## config.mk

```make
export PLATFORM = sky130hd
export DESIGN_NAME = mmac_mac
export DESIGN_NICKNAME = d
export VERILOG_FILES = /design/src/hdl/mmac_pkg.sv /design/src/hdl/mmac_mac.sv
export SDC_FILE = /design/constraint.sdc
export NUM_CORES = 1
export LEC_CHECK = 0
export BUFFER_PORTS_ARGS = -buffer_cell sky130_fd_sc_hd__buf_2
export CAP_MARGIN = 20
export CORE_UTILIZATION = 35
export CTS_CLUSTER_DIAMETER = 150
export CTS_CLUSTER_SIZE = 12
export DETAILED_ROUTE_END_ITERATION = 7
export RECOVER_POWER = 50
export SYNTH_ARGS = -nofsm -noshare
export SYNTH_HDL_FRONTEND = slang
export SYNTH_SLANG_ARGS = --single-unit
```

## constraint.sdc

```tcl
create_clock -name aclk -period 4.9 [get_ports aclk]
set_clock_uncertainty 0.15 [all_clocks]
set_input_delay 0.49 -clock aclk [delete_from_list [all_inputs] [get_ports aclk]]
set_output_delay 0.49 -clock aclk [all_outputs]
set_load 0.05 [all_outputs]
```

## src/hdl/mmac_pkg.sv

```systemverilog
// Package for the int8 matrix multiply-accumulate block.
// Holds beat types, request and register codes, widths and default sizes.
// No dependencies; every other file imports it.
package mmac_pkg;

    // Field widths
    localparam int SIZE_W = 5;
    localparam int ROW_W  = 4;
    localparam int ELEM_W = 8;
    localparam int ACC_W  = 32;
    localparam int PROD_W = 2 * ELEM_W;
    localparam int REQ_W  = 3;
    localparam int CFG_IDX_W = 2;

    // Largest value a size register can hold
    localparam int SIZE_MAX = (1 << SIZE_W) - 1;

    // Default store dimensions
    localparam int DEF_MAX_M = 16;
    localparam int DEF_MAX_N = 16;
    localparam int DEF_MAX_K = 16;

    // Reset values of the configuration registers
    localparam logic [SIZE_W-1:0] RST_ROWS_M  = SIZE_W'(16);
    localparam logic [SIZE_W-1:0] RST_COLS_N  = SIZE_W'(16);
    localparam logic [SIZE_W-1:0] RST_DEPTH_K = SIZE_W'(16);
    localparam logic              RST_CLEAR   = 1'b1;

    // Request codes
    localparam logic [REQ_W-1:0] REQ_WRITE_A   = 3'd0;
    localparam logic [REQ_W-1:0] REQ_WRITE_B   = 3'd1;
    localparam logic [REQ_W-1:0] REQ_PRELOAD_C = 3'd2;
    localparam logic [REQ_W-1:0] REQ_RUN       = 3'd3;
    localparam logic [REQ_W-1:0] REQ_READ_C    = 3'd4;

    // Configuration register indexes
    localparam logic [CFG_IDX_W-1:0] CFG_ROWS_M      = 2'd0;
    localparam logic [CFG_IDX_W-1:0] CFG_COLS_N      = 2'd1;
    localparam logic [CFG_IDX_W-1:0] CFG_DEPTH_K     = 2'd2;
    localparam logic [CFG_IDX_W-1:0] CFG_CLEAR_FIRST = 2'd3;

    // Input beat
    typedef struct packed {
        logic [REQ_W-1:0]         req_type;
        logic [ROW_W-1:0]         row;
        logic [ROW_W-1:0]         col;
        logic signed [ELEM_W-1:0] elem_value;
        logic signed [ACC_W-1:0]  acc_value;
    } in_item_t;

    // Result beat
    typedef struct packed {
        logic signed [ACC_W-1:0] read_data;
        logic                    index_error;
    } out_item_t;

    // Controls from the sequencer to the shared MAC unit
    typedef struct packed {
        logic                     load;
        logic [ACC_W-1:0]         load_value;
        logic                     op_valid;
        logic signed [ELEM_W-1:0] a;
        logic signed [ELEM_W-1:0] b;
    } mac_in_t;

endpackage

```

## src/hdl/mmac_mac.sv

```systemverilog
// Shared multiply-accumulate unit: registered 8x8 signed product, 32-bit wrapping sum.
// Depends on mmac_pkg for mac_in_t and widths.
module mmac_mac import mmac_pkg::*; (
    input  logic             aclk,
    input  logic             aresetn,
    input  mac_in_t          mac_in,
    output logic             busy,
    output logic [ACC_W-1:0] acc
);

    logic signed [PROD_W-1:0] prod_reg;
    logic signed [PROD_W-1:0] prod_next;
    logic                     prod_valid_reg;
    logic [ACC_W-1:0]         acc_reg;
    logic [ACC_W-1:0]         acc_next;

    // Multiply in the first stage
    assign prod_next = mac_in.a * mac_in.b;

    // Load the start value or add the sign-extended product
    always_comb begin
        acc_next = acc_reg;
        if (mac_in.load) begin
            acc_next = mac_in.load_value;
        end else if (prod_valid_reg) begin
            acc_next = acc_reg + {{(ACC_W-PROD_W){prod_reg[PROD_W-1]}}, prod_reg};
        end
    end

    always_ff @(posedge aclk) begin
        if (!aresetn) begin
            prod_valid_reg <= 1'b0;
        end else begin
            prod_valid_reg <= mac_in.op_valid;
        end
    end

    always_ff @(posedge aclk) begin
        prod_reg <= prod_next;
        acc_reg  <= acc_next;
    end

    assign busy = prod_valid_reg;
    assign acc  = acc_reg;

endmodule

```

### Word level (Yosys, flattened, before mapping)

Index checks and enable logic that the tools add are counted.
Widths: inputs -> output; s select.

| word-level totals | value |
|---|---|
| register bits after elaboration | 49 |
| word-level logic and storage cells | 8 |

| operators by class | value |
|---|---|
| add/sub/neg operators | 1 |
| $mul | 1 |
| muxes and demuxes | 2 |
| reductions and logical operators | 1 |

Operators by type and width:

| cell | number |
|---|---|
| $mux 32 | 2 |
| $add 32x32->32 | 1 |
| $mul 8x8->16 | 1 |
| $reduce_bool 2->1 | 1 |

### Depth between registers and ports, before layout

Gate-level depths: netlist of run 1.

| depth | value |
|---|---|
| word-level depth | 3 |
| depth in mapped cells | 18 |
| mapped depth without buffers | 18 |

### Worst setup path before layout of run 1

OpenSTA, ideal clock, no wires.

| path | value |
|---|---|
| kind | input to register |
| start point | input port mac_in[11] (netlist name) |
| end point | register prod_reg[14] |
| library setup time | 121 ps |
| data arrival time | 4124 ps |
| required time | 4629 ps |
| path slack | 504 ps |
| stages | 17 |
| path buffers | 0 |
| path through | and2_1 > fa_1 > inv_1 > fa_1 > inv_1 > fa_1 > inv_1 > fa_1 > inv_1 > ha_1 > o21ai_0 > a21boi_0 > o21ai_0 > a21oi_1 > o21ai_0 > mux2i_1 > nand2_1 |

| between the ends | value |
|---|---|
| cells in the longest elaborated chain, start to end | 1 |

Ends and longest elaborated chain:

| item | line | source |
|---|---|---|
| from (decl) | mmac_mac.sv:6 | `input mac_in_t mac_in,` |
| $mul 8x8->16 | mmac_mac.sv:18 | `assign prod_next = mac_in.a * mac_in.b;` |
| via prod_next[14] | mmac_mac.sv:12 | `logic signed [PROD_W-1:0] prod_next;` |
| to (signal assigned) | mmac_mac.sv:39 | `prod_reg <= prod_next;` |
| to (decl) | mmac_mac.sv:11 | `logic signed [PROD_W-1:0] prod_reg;` |

The timed path passes the listed nets, and every way through them passes these cells.
A chain may end at the register's enable or synchronous reset.

### Final worst setup path of run 1

| path | value |
|---|---|
| start point | input port mac_in[8] (netlist name) |
| end point | register prod_reg[14] |

The elaborated chain is that of the path after synthesis.

==> results of run 1 <==
-- metal layers --
metal | global-route usage [%] | vias up | wire length, µm
met2 | 29.63 | 73 | 6766
li1 | - | 2386 | -
met1 | 18.86 | 2238 | 6025
met4 | 3.424 | 0 | 131
met5 | 0 | - | 0
met3 | 1.922 | 7 | 435
-- kinds of logic after synthesis --
group                      synth area share, %
and+or+nand+nor                          18.05
muxes                                    1.442
xor gates and xnor gates                 5.642
adders and majority gates                31.73
buffers and inverters                    6.999
AOI/OAI and AO/OA                        14.08
DFF                                      22.06
-- worst register-to-register path, cell delays in order (launching register included) --
cell and delay, ns:
dfxtp_1 0.84, ha_1 0.43, a21oi_1 0.22, o21ai_0 0.13, or4_1 0.44, a21oi_1 0.22, nor3_1 0.08, a211oi_1 0.33
mux2_2 0.37, nor2_1 0.08
-- Yosys cell counts, types with 4 or more instances --
cell type | count | area (µm²)
nor3_1 | 10 | 50.05
fa_1 | 56 | 1121
and2_1 | 39 | 244.0
nor2b_1 | 9 | 56.30
nor2_1 | 33 | 123.9
a21o_1 | 13 | 97.59
nand2b_1 | 9 | 56.30
a211oi_1 | 4 | 30.03
ha_1 | 60 | 750.7
o21ai_0 | 41 | 205.2
inv_1 | 96 | 360.4
xnor2_1 | 27 | 236.5
mux2_2 | 4 | 45.04
xor2_1 | 11 | 96.34
nand2_1 | 82 | 307.8
o21a_1 | 7 | 52.55
dfxtp_1 | 17 | 340.3
mux2i_1 | 4 | 40.04
edfxtp_1 | 32 | 960.9
nand4_1 | 7 | 43.79
a31oi_1 | 7 | 43.79
clkbuf_1 | 10 | 37.54
nand3_1 | 10 | 50.05
a21oi_1 | 32 | 160.2
-- stage by stage --
stage	instances	instance area [µm²]	util (%)	hold WS, ns	setup WS, ns
floorplan	667	5899	-	0.4617	0.5044
global placement	961	6565	39.73	0.5025	0.1817
detailed placement	961	6565	39.73	0.5100	0.1070
CTS	969	6729	40.72	0.2347	0.4111
global route	969	6680	40.43	0.2535	0.07773
finish	970	6683	40.44	0.2353	0.4028
-- how the worst min path moves through the flow --
stage,to,startpoint,cells past startpoint
2_1_floorplan,busy$_SDFF_PN0_,mac_in[16],1
3_3_place_gp,acc[0]$_DFFE_PP_,prod_reg[0]$_DFF_P_,2
3_5_place_dp,acc[0]$_DFFE_PP_,prod_reg[0]$_DFF_P_,2
4_1_cts,busy$_SDFF_PN0_,mac_in[16],2
5_1_grt,busy$_SDFF_PN0_,mac_in[16],2
6_report,busy$_SDFF_PN0_,mac_in[16],2
-- layout by cell type, fill, tap and decap left out, types with 3 or more instances in the layout --
cell       count
inv_1         96
nand2_1       82
ha_1          60
fa_1          56
buf_2         48
o21ai_0       41
and2_1        38
clkbuf_1      37
nor2_1        33
a21oi_1       32
edfxtp_1      32
xnor2_1       27
dfxtp_1       17
a21o_1        13
xor2_1        11
nand3_1       10
nor3_1        10
nand2b_1       9
nor2b_1        9
o21a_1         7
nand4_1        7
a31oi_1        7
clkbuf_16      6
mux2i_1        4
a211oi_1       4
mux2_2         4
o21ai_1        3
and3_1         3
nor4_1         3
o22ai_1        3
-- cell type report --
| class | count | share of cell area [%] |
|---|---|---|
| multi-input cells | 509 | 62.63 |
| flip-flops and latches | 49 | 19.47 |
| repair buffers | 87 | 5.898 |
| inverters | 96 | 5.392 |
| well taps | 220 | 4.119 |
| clock buffers | 6 | 2.247 |
| clock inverters | 2 | 0.2060 |
| diodes | 1 | 0.03745 |
==> impl_metrics.tcl, run 1 <==
set metrics [dict create \
    clk_latency_ns 0.30 \
    synthArstFlopShare_pct 0 \
    relSlewSlack_pct -1.329 \
    reg2reg_depth 9 \
    die_x_um 131.8 \
    grt_max_degree 33 \
    fin_nets 916 \
    cpPeakStageDelay_ns 0.54 \
    slew_viol_final 33 \
    synth-main-ff-cell "edfxtp_1" \
    grt_pass1_vias 4798 \
    fp.coreArea_um2 16520 \
    fp.dieArea_um2 17380 \
    synth_edf_count 32 \
    synth_area_um2 5899 \
    place.gp.congestion 0.8544 \
    rows 47 \
    outcome "finished, violations left" \
    setup_tns_ns 0 \
    grtUsageTotal_pct 15.69 \
    root_buffer "clkbuf_16" \
    areaGrowthSynthToFinish_pct 13.28 \
    cp-endpoint "prod_reg[14]$_DFF_P_" \
    drive_above_1_share_pct 10.15 \
    hold_buffers 0 \
    grt-ovfl-total 0 \
    ys_warn_count 0 \
    cts-resized-gates 0 \
    multi_input_area_um2 4185 \
    ant_nets 0 \
    synthDistinctLibCells 55 \
    cts_setup_buffers 0 \
    cp_slowest_cell "fa_1" \
    grt_pass1_wl_um 22230 \
    fin_crit_sh_pct 91.78 \
    r2r_slack_ns 1.48 \
    worst_path_most_repeated_cell "fa_1" \
    ys_seq_area_share_pct 22.06 \
    clk_pin_slew_ns 0.07 \
    cts_inserted_buffers 5 \
    finalCriticalPeriod_ns 4.497 \
    worstPathMaxFanout 8 \
    r2r_end "acc[29]$_DFFE_PP_" \
    routedWlPerCell_um 13.77 \
    die_y_um 131.8 \
    fmax_mhz 222.4 \
    n_fill_cell 1738 \
    routed_via_density 4.849 \
    seqCellArea_um2 1301 \
    syn-num-nets 835 \
    cp_top_family "adder cells" \
    crit_cells 17 \
    worstReg2RegStart "prod_reg[15]$_DFF_P_" \
    start_util_pct 35.70 \
    place_hpwl_um 11110 \
    path_cells "clkbuf_1, nand2b_1, fa_1, fa_1, inv_1, fa_1, inv_1, fa_1, inv_1, ha_1, o21ai_0, a21boi_0, o21ai_0, a21oi_1, o21ai_0, mux2i_1, nand2_1" \
    end_kind "flop" \
    drt_iter0_markers 179 \
    synth_area_per_cell_um2 8.845 \
    tightest_slew_ns 1.520 \
    cp.arrival_ns 4.53 \
    netlist_instances 667 \
    yosys_register_bits 49 \
    crit_start "mac_in[8]" \
    cts_tree "built" \
    hold_path_class "in2reg" \
    violations "capacitance limit, slew limit" \
    rsz0062_at_grt "false" \
    cts.htree.levels 2 \
    clockBufferDepth 2 \
    path_buf_inv 4 \
    critPathLaunchType "input port" \
    cp.required_ns 4.93 \
    largest_register_ffs 32 \
    hold_viol_final 0 \
    clock-sinks 49 \
    num_vias 4704 \
    io_pins 85 \
    drc_errors 0 \
    maxCapViolations 1 \
    numPortBuffers 84 \
    antenna_found_initial 1 \
    path_class "in2reg" \
    setup_violations 0 \
    totalWireLength_um 13360 \
    dr.pass1.iters 6 \
]
Power of run 1 is not shown: default switching activity piles up to over one toggle a cycle in this logic, so the estimate is an artifact.
==> run 2, diff against run 1 <==
CORE_ASPECT_RATIO = 0.5   (was unset)
==> run 2 against run 1 <==
The run still ends with capacitance limit, slew limit left. First-iteration DRC count increased by 49%. Non-clock buffer count decreased by 2. Cell area decreased by 0.13%. Clock-buffer cell count increased by 1. Critical path depth unchanged. Wire length increased by 0.62%. Register-to-register slack got worse by 0.12 ns. Core utilization increased by 0.17 points. Largest cell class unchanged.
==> impl_metrics.tcl, run 2 (same netlist as run 1, synthesis figures left out) <==
set metrics [dict create \
    outcome "finished, violations left" \
    violations "capacitance limit, slew limit" \
    place.gp.congestion 0.8814 \
    fp.dieArea_um2 17410 \
    fmax_mhz 223.1 \
    die_x_um 185.6 \
    relSlewSlack_pct -59.35 \
    maxCapViolations 1 \
    hold_ws_ns 0.2432 \
    grtUsageTotal_pct 16.22 \
    numPortBuffers 84 \
    worstPathMaxFanout 8 \
    worst_path_most_repeated_cell "fa_1" \
    layout_common_cells "96 x inv_1, 82 x nand2_1, 60 x ha_1, 56 x fa_1, 49 x buf_2" \
    routed_via_density 4.793 \
    cts_tree "built" \
    grt-ovfl-total 0 \
    n_fill_cell 1709 \
    root_buffer "clkbuf_16" \
    clock-sinks 49 \
    antenna_found_initial 0 \
    instances_no_fill 974 \
    totalWireLength_um 13440 \
    ant_nets 0 \
    hold_path_class "in2reg" \
    grt_max_degree 35 \
    dr.pass1.iters 7 \
    fp.coreArea_um2 16430 \
    cts-resized-gates 0 \
    num_vias 4668 \
    grt_pass1_wl_um 22430 \
    cts.htree.levels 2 \
    tightest_slew_ns 2.390 \
    dp.cells 966 \
    io_pins 85 \
    n_antenna_cell 0 \
    critPathLaunchType "input port" \
    rows 33 \
    hold_viol_final 0 \
    clockBufferDepth 2 \
    setup_violations 0 \
    cp.arrival_ns 4.52 \
    start_util_pct 35.90 \
    cp_slowest_cell "fa_1" \
    largest_register_ffs 32 \
    grt_pass1_vias 4684 \
    die_y_um 93.81 \
    cpPeakStageDelay_ns 0.54 \
    hold_buffers 0 \
    finalCriticalPeriod_ns 4.482 \
    multi_input_area_um2 4185 \
    fin_crit_sh_pct 91.48 \
    drt_iter0_markers 266 \
    clk_latency_ns 0.30 \
    setup_tns_ns 0 \
    cp.required_ns 4.94 \
    areaGrowthSynthToFinish_pct 13.13 \
    rsz0062_at_grt "false" \
    seqCellArea_um2 1301 \
    clk_pin_slew_ns 0.07 \
    final_common_cell "inv_1" \
    path_cells "clkbuf_1, nand2b_1, fa_1, fa_1, inv_1, fa_1, inv_1, fa_1, inv_1, ha_1, o21ai_0, a21boi_0, o21ai_0, a21oi_1, o21ai_0, mux2i_1, nand2_1" \
    cts_setup_buffers 0 \
    drc_errors 0 \
    place_hpwl_um 11180 \
    routedWlPerCell_um 13.80 \
    fin_nets 914 \
    cts_inserted_buffers 5 \
    end_kind "flop" \
    drive_above_1_share_pct 9.906 \
    slew_viol_final 33 \
    path_class "in2reg" \
]
[run 2: cell count changes in the layout (fill, tap and decap cells not counted), sizes merged]
cell	change
clkinv	-1
buf	-1
diode	-1
[run 2: critical path, delay by kind of cell]
family / cells / cell delay, ns
adder cells (fa/ha/maj): 5 / 2.42
multiplexers: 1 / 0.20
AND/OR/NAND/NOR: 2 / 0.26
buffers and inverters: 4 / 0.30
AO/OA/AOI/OAI: 5 / 0.82
[run 2: through the flow]
stage          cell area [µm²]  worst slack (ns)  util, %
2_1_floorplan             5899            0.5044        -
3_5_place_dp              6559           0.09668    39.91
6_report                  6674            0.4177    40.61
4_1_cts                   6721            0.4150    40.90
5_1_grt                   6674           0.09367    40.61
3_3_place_gp              6559            0.1638    39.91
[run 2: final cells by class]
type | count | area share, %
Timing Repair Buffer | 85 | 5.699
Tap cell | 227 | 4.256
Clock inverter | 1 | 0.1312
Multi-Input combinational cell | 509 | 62.71
Inverter | 96 | 5.399
Sequential cell | 49 | 19.50
Clock buffer | 7 | 2.306
[run 2: worst paths after layout]
check	startpoint	to	slack (ns)	cells after the start
worst max-delay path	mac_in[8]	prod_reg[14]$_DFF_P_	0.42	17
worst min-delay path	mac_in[16]	busy$_SDFF_PN0_	0.24	2
worst max register to register	prod_reg[15]$_DFF_P_	acc[29]$_DFFE_PP_	1.36	9
worst min register to register	prod_reg[0]$_DFF_P_	acc[0]$_DFFE_PP_	0.56	2
[run 2: metal layers]
metal	track usage, %	vias up	part of all wire, %
met5	0	-	0
met4	3.757	0	0.97
met3	2.248	14	4.0
met1	22.95	2177	51
li1	-	2383	-
met2	26.15	94	44
Power of run 2 is left out for the same reason.
==> run 3, diff against run 2 <==
CORE_UTILIZATION = 50   (was 35)
GPL_TIMING_DRIVEN = 0   (was unset)
PLACE_DENSITY = 0.71   (was unset)
==> run 3 against run 2 <==
Hold slack improved by 0.0045 ns. First-iteration DRC count decreased by 41%. Wire length decreased by 3.4%. The run still ends with capacitance limit, slew limit left. Via count increased by 2.1%. Fmax decreased by 0.41%. Critical path type unchanged.
==> impl_metrics.tcl, run 3 (same netlist as run 1, synthesis figures left out) <==
set metrics [dict create \
    fp.coreArea_um2 11250 \
    largest_register_ffs 32 \
    min_path_cells 2 \
    numPortBuffers 84 \
    outcome "finished, violations left" \
    r2r_end "acc[29]$_DFFE_PP_" \
    cp.arrival_ns 4.54 \
    clk_pin_slew_ns 0.07 \
    worstReg2RegStart "prod_reg[15]$_DFF_P_" \
    clockBufferDepth 2 \
    stdcell_area_um2 6650 \
    grt_max_degree 33 \
    start_util_pct 52.44 \
    critPathLaunchType "input port" \
    ant_nets 0 \
    die_y_um 78.81 \
    hold_buffers 0 \
    fin_nets 926 \
    finalCriticalPeriod_ns 4.501 \
    hold_start "mac_in[16]" \
    reg2reg_depth 9 \
    fmax_mhz 222.2 \
    final_common_cell "inv_1" \
    n_fill_cell 1019 \
    postPlaceCellArea_um2 6519 \
    clk_latency_ns 0.30 \
    grtUsageTotal_pct 22.66 \
    place.gp.congestion 0.8983 \
    cts_tree "built" \
    cts-resized-gates 0 \
    cts.htree.levels 2 \
    rows 27 \
    tightest_slew_ns 2.412 \
    seqCellArea_um2 1301 \
    setup_violations 0 \
    dr.pass1.iters 4 \
    routedWlPerCell_um 14.14 \
    min_to "busy$_SDFF_PN0_" \
    cp.required_ns 4.94 \
    r2r_slack_ns 1.44 \
    clock-sinks 49 \
    num_vias 4766 \
    path_class "in2reg" \
    root_buffer "clkbuf_16" \
    end_kind "flop" \
    grt_pass1_wl_um 22120 \
    antenna_found_initial 0 \
    worstPathMaxFanout 8 \
    relSlewSlack_pct -60.79 \
    fin_crit_sh_pct 91.85 \
    hold_viol_final 0 \
    io_pins 85 \
    totalWireLength_um 12980 \
    multi_input_area_um2 4185 \
    layout_common_cells "96 x inv_1, 82 x nand2_1, 60 x ha_1, 56 x fa_1, 52 x buf_2" \
    setup_tns_ns 0 \
    violations "capacitance limit, slew limit" \
    slew_viol_final 33 \
    drc_errors 0 \
    fp.dieArea_um2 12260 \
    drt_iter0_markers 157 \
    cts_inserted_buffers 5 \
    hold_path_class "in2reg" \
    grt_pass1_vias 4791 \
    areaGrowthSynthToFinish_pct 12.73 \
    maxCapViolations 1 \
    rsz0062_at_grt "false" \
    crit_start "mac_in[1]" \
    die_x_um 155.6 \
    routed_via_density 5.192 \
    n_antenna_cell 0 \
    cts_setup_buffers 0 \
    drive_above_1_share_pct 10.28 \
    place_hpwl_um 10660 \
    grt-ovfl-total 0 \
]
run 3: cell types whose count changed in the layout (fill, tap and decap cells not counted), sizes merged:
cell and delta:
buf +3, clkbuf +9
run 3: area by class of cell:
type | instances | share of cell area (%)
inverters | 96 | 5.419
clock buffers | 7 | 2.465
clock inverters | 1 | 0.1693
well taps | 159 | 2.992
multi-input cells | 509 | 62.94
flip-flops and latches | 49 | 19.57
repair buffers | 84 | 5.663
plain buffers | 13 | 0.7902
run 3: how the worst max path moves through the flow:
stage / end / slack, ns / cells after the start
final: prod_reg[14]$_DFF_P_ / 0.40 / 18
after CTS: prod_reg[14]$_DFF_P_ / 0.40 / 18
after global routing: prod_reg[14]$_DFF_P_ / 0.07 / 17
after global placement: prod_reg[14]$_DFF_P_ / 0.12 / 18
after floorplan: prod_reg[14]$_DFF_P_ / 0.50 / 17
after detailed placement: prod_reg[14]$_DFF_P_ / 0.09 / 18
run 3: critical path: stages:
cell and delay [ns]:
clkbuf_1 0.17, and2_1 0.22, fa_1 0.50, inv_1 0.06, fa_1 0.50, inv_1 0.06
fa_1 0.47, inv_1 0.05, fa_1 0.52, inv_1 0.05, ha_1 0.32, o21ai_0 0.12
a21boi_0 0.16, o21ai_0 0.23, a21oi_1 0.13, o21ai_0 0.22, mux2i_1 0.20, nand2_1 0.06
run 3: through the flow:
stage               cells  hold slack, ns  worst slack [ns]  util, %
floorplan             667          0.4617            0.5044        -
CTS                   918          0.2454            0.3968    59.50
global route          918          0.2490           0.06920    59.11
detailed placement    910          0.5461           0.08881    57.95
finish                918          0.2477            0.3993    59.11
global placement      910          0.5405            0.1231    57.95
run 3: routing by layer:
layer	global-route usage, %	part of all wire, %	up-vias
met5	0	0	-
li1	-	-	2412
met3	2.456	3.5	10
met4	4.608	0.85	0
met2	39.24	46	85
met1	30.91	49	2259
Power of run 3 is left out for the same reason.
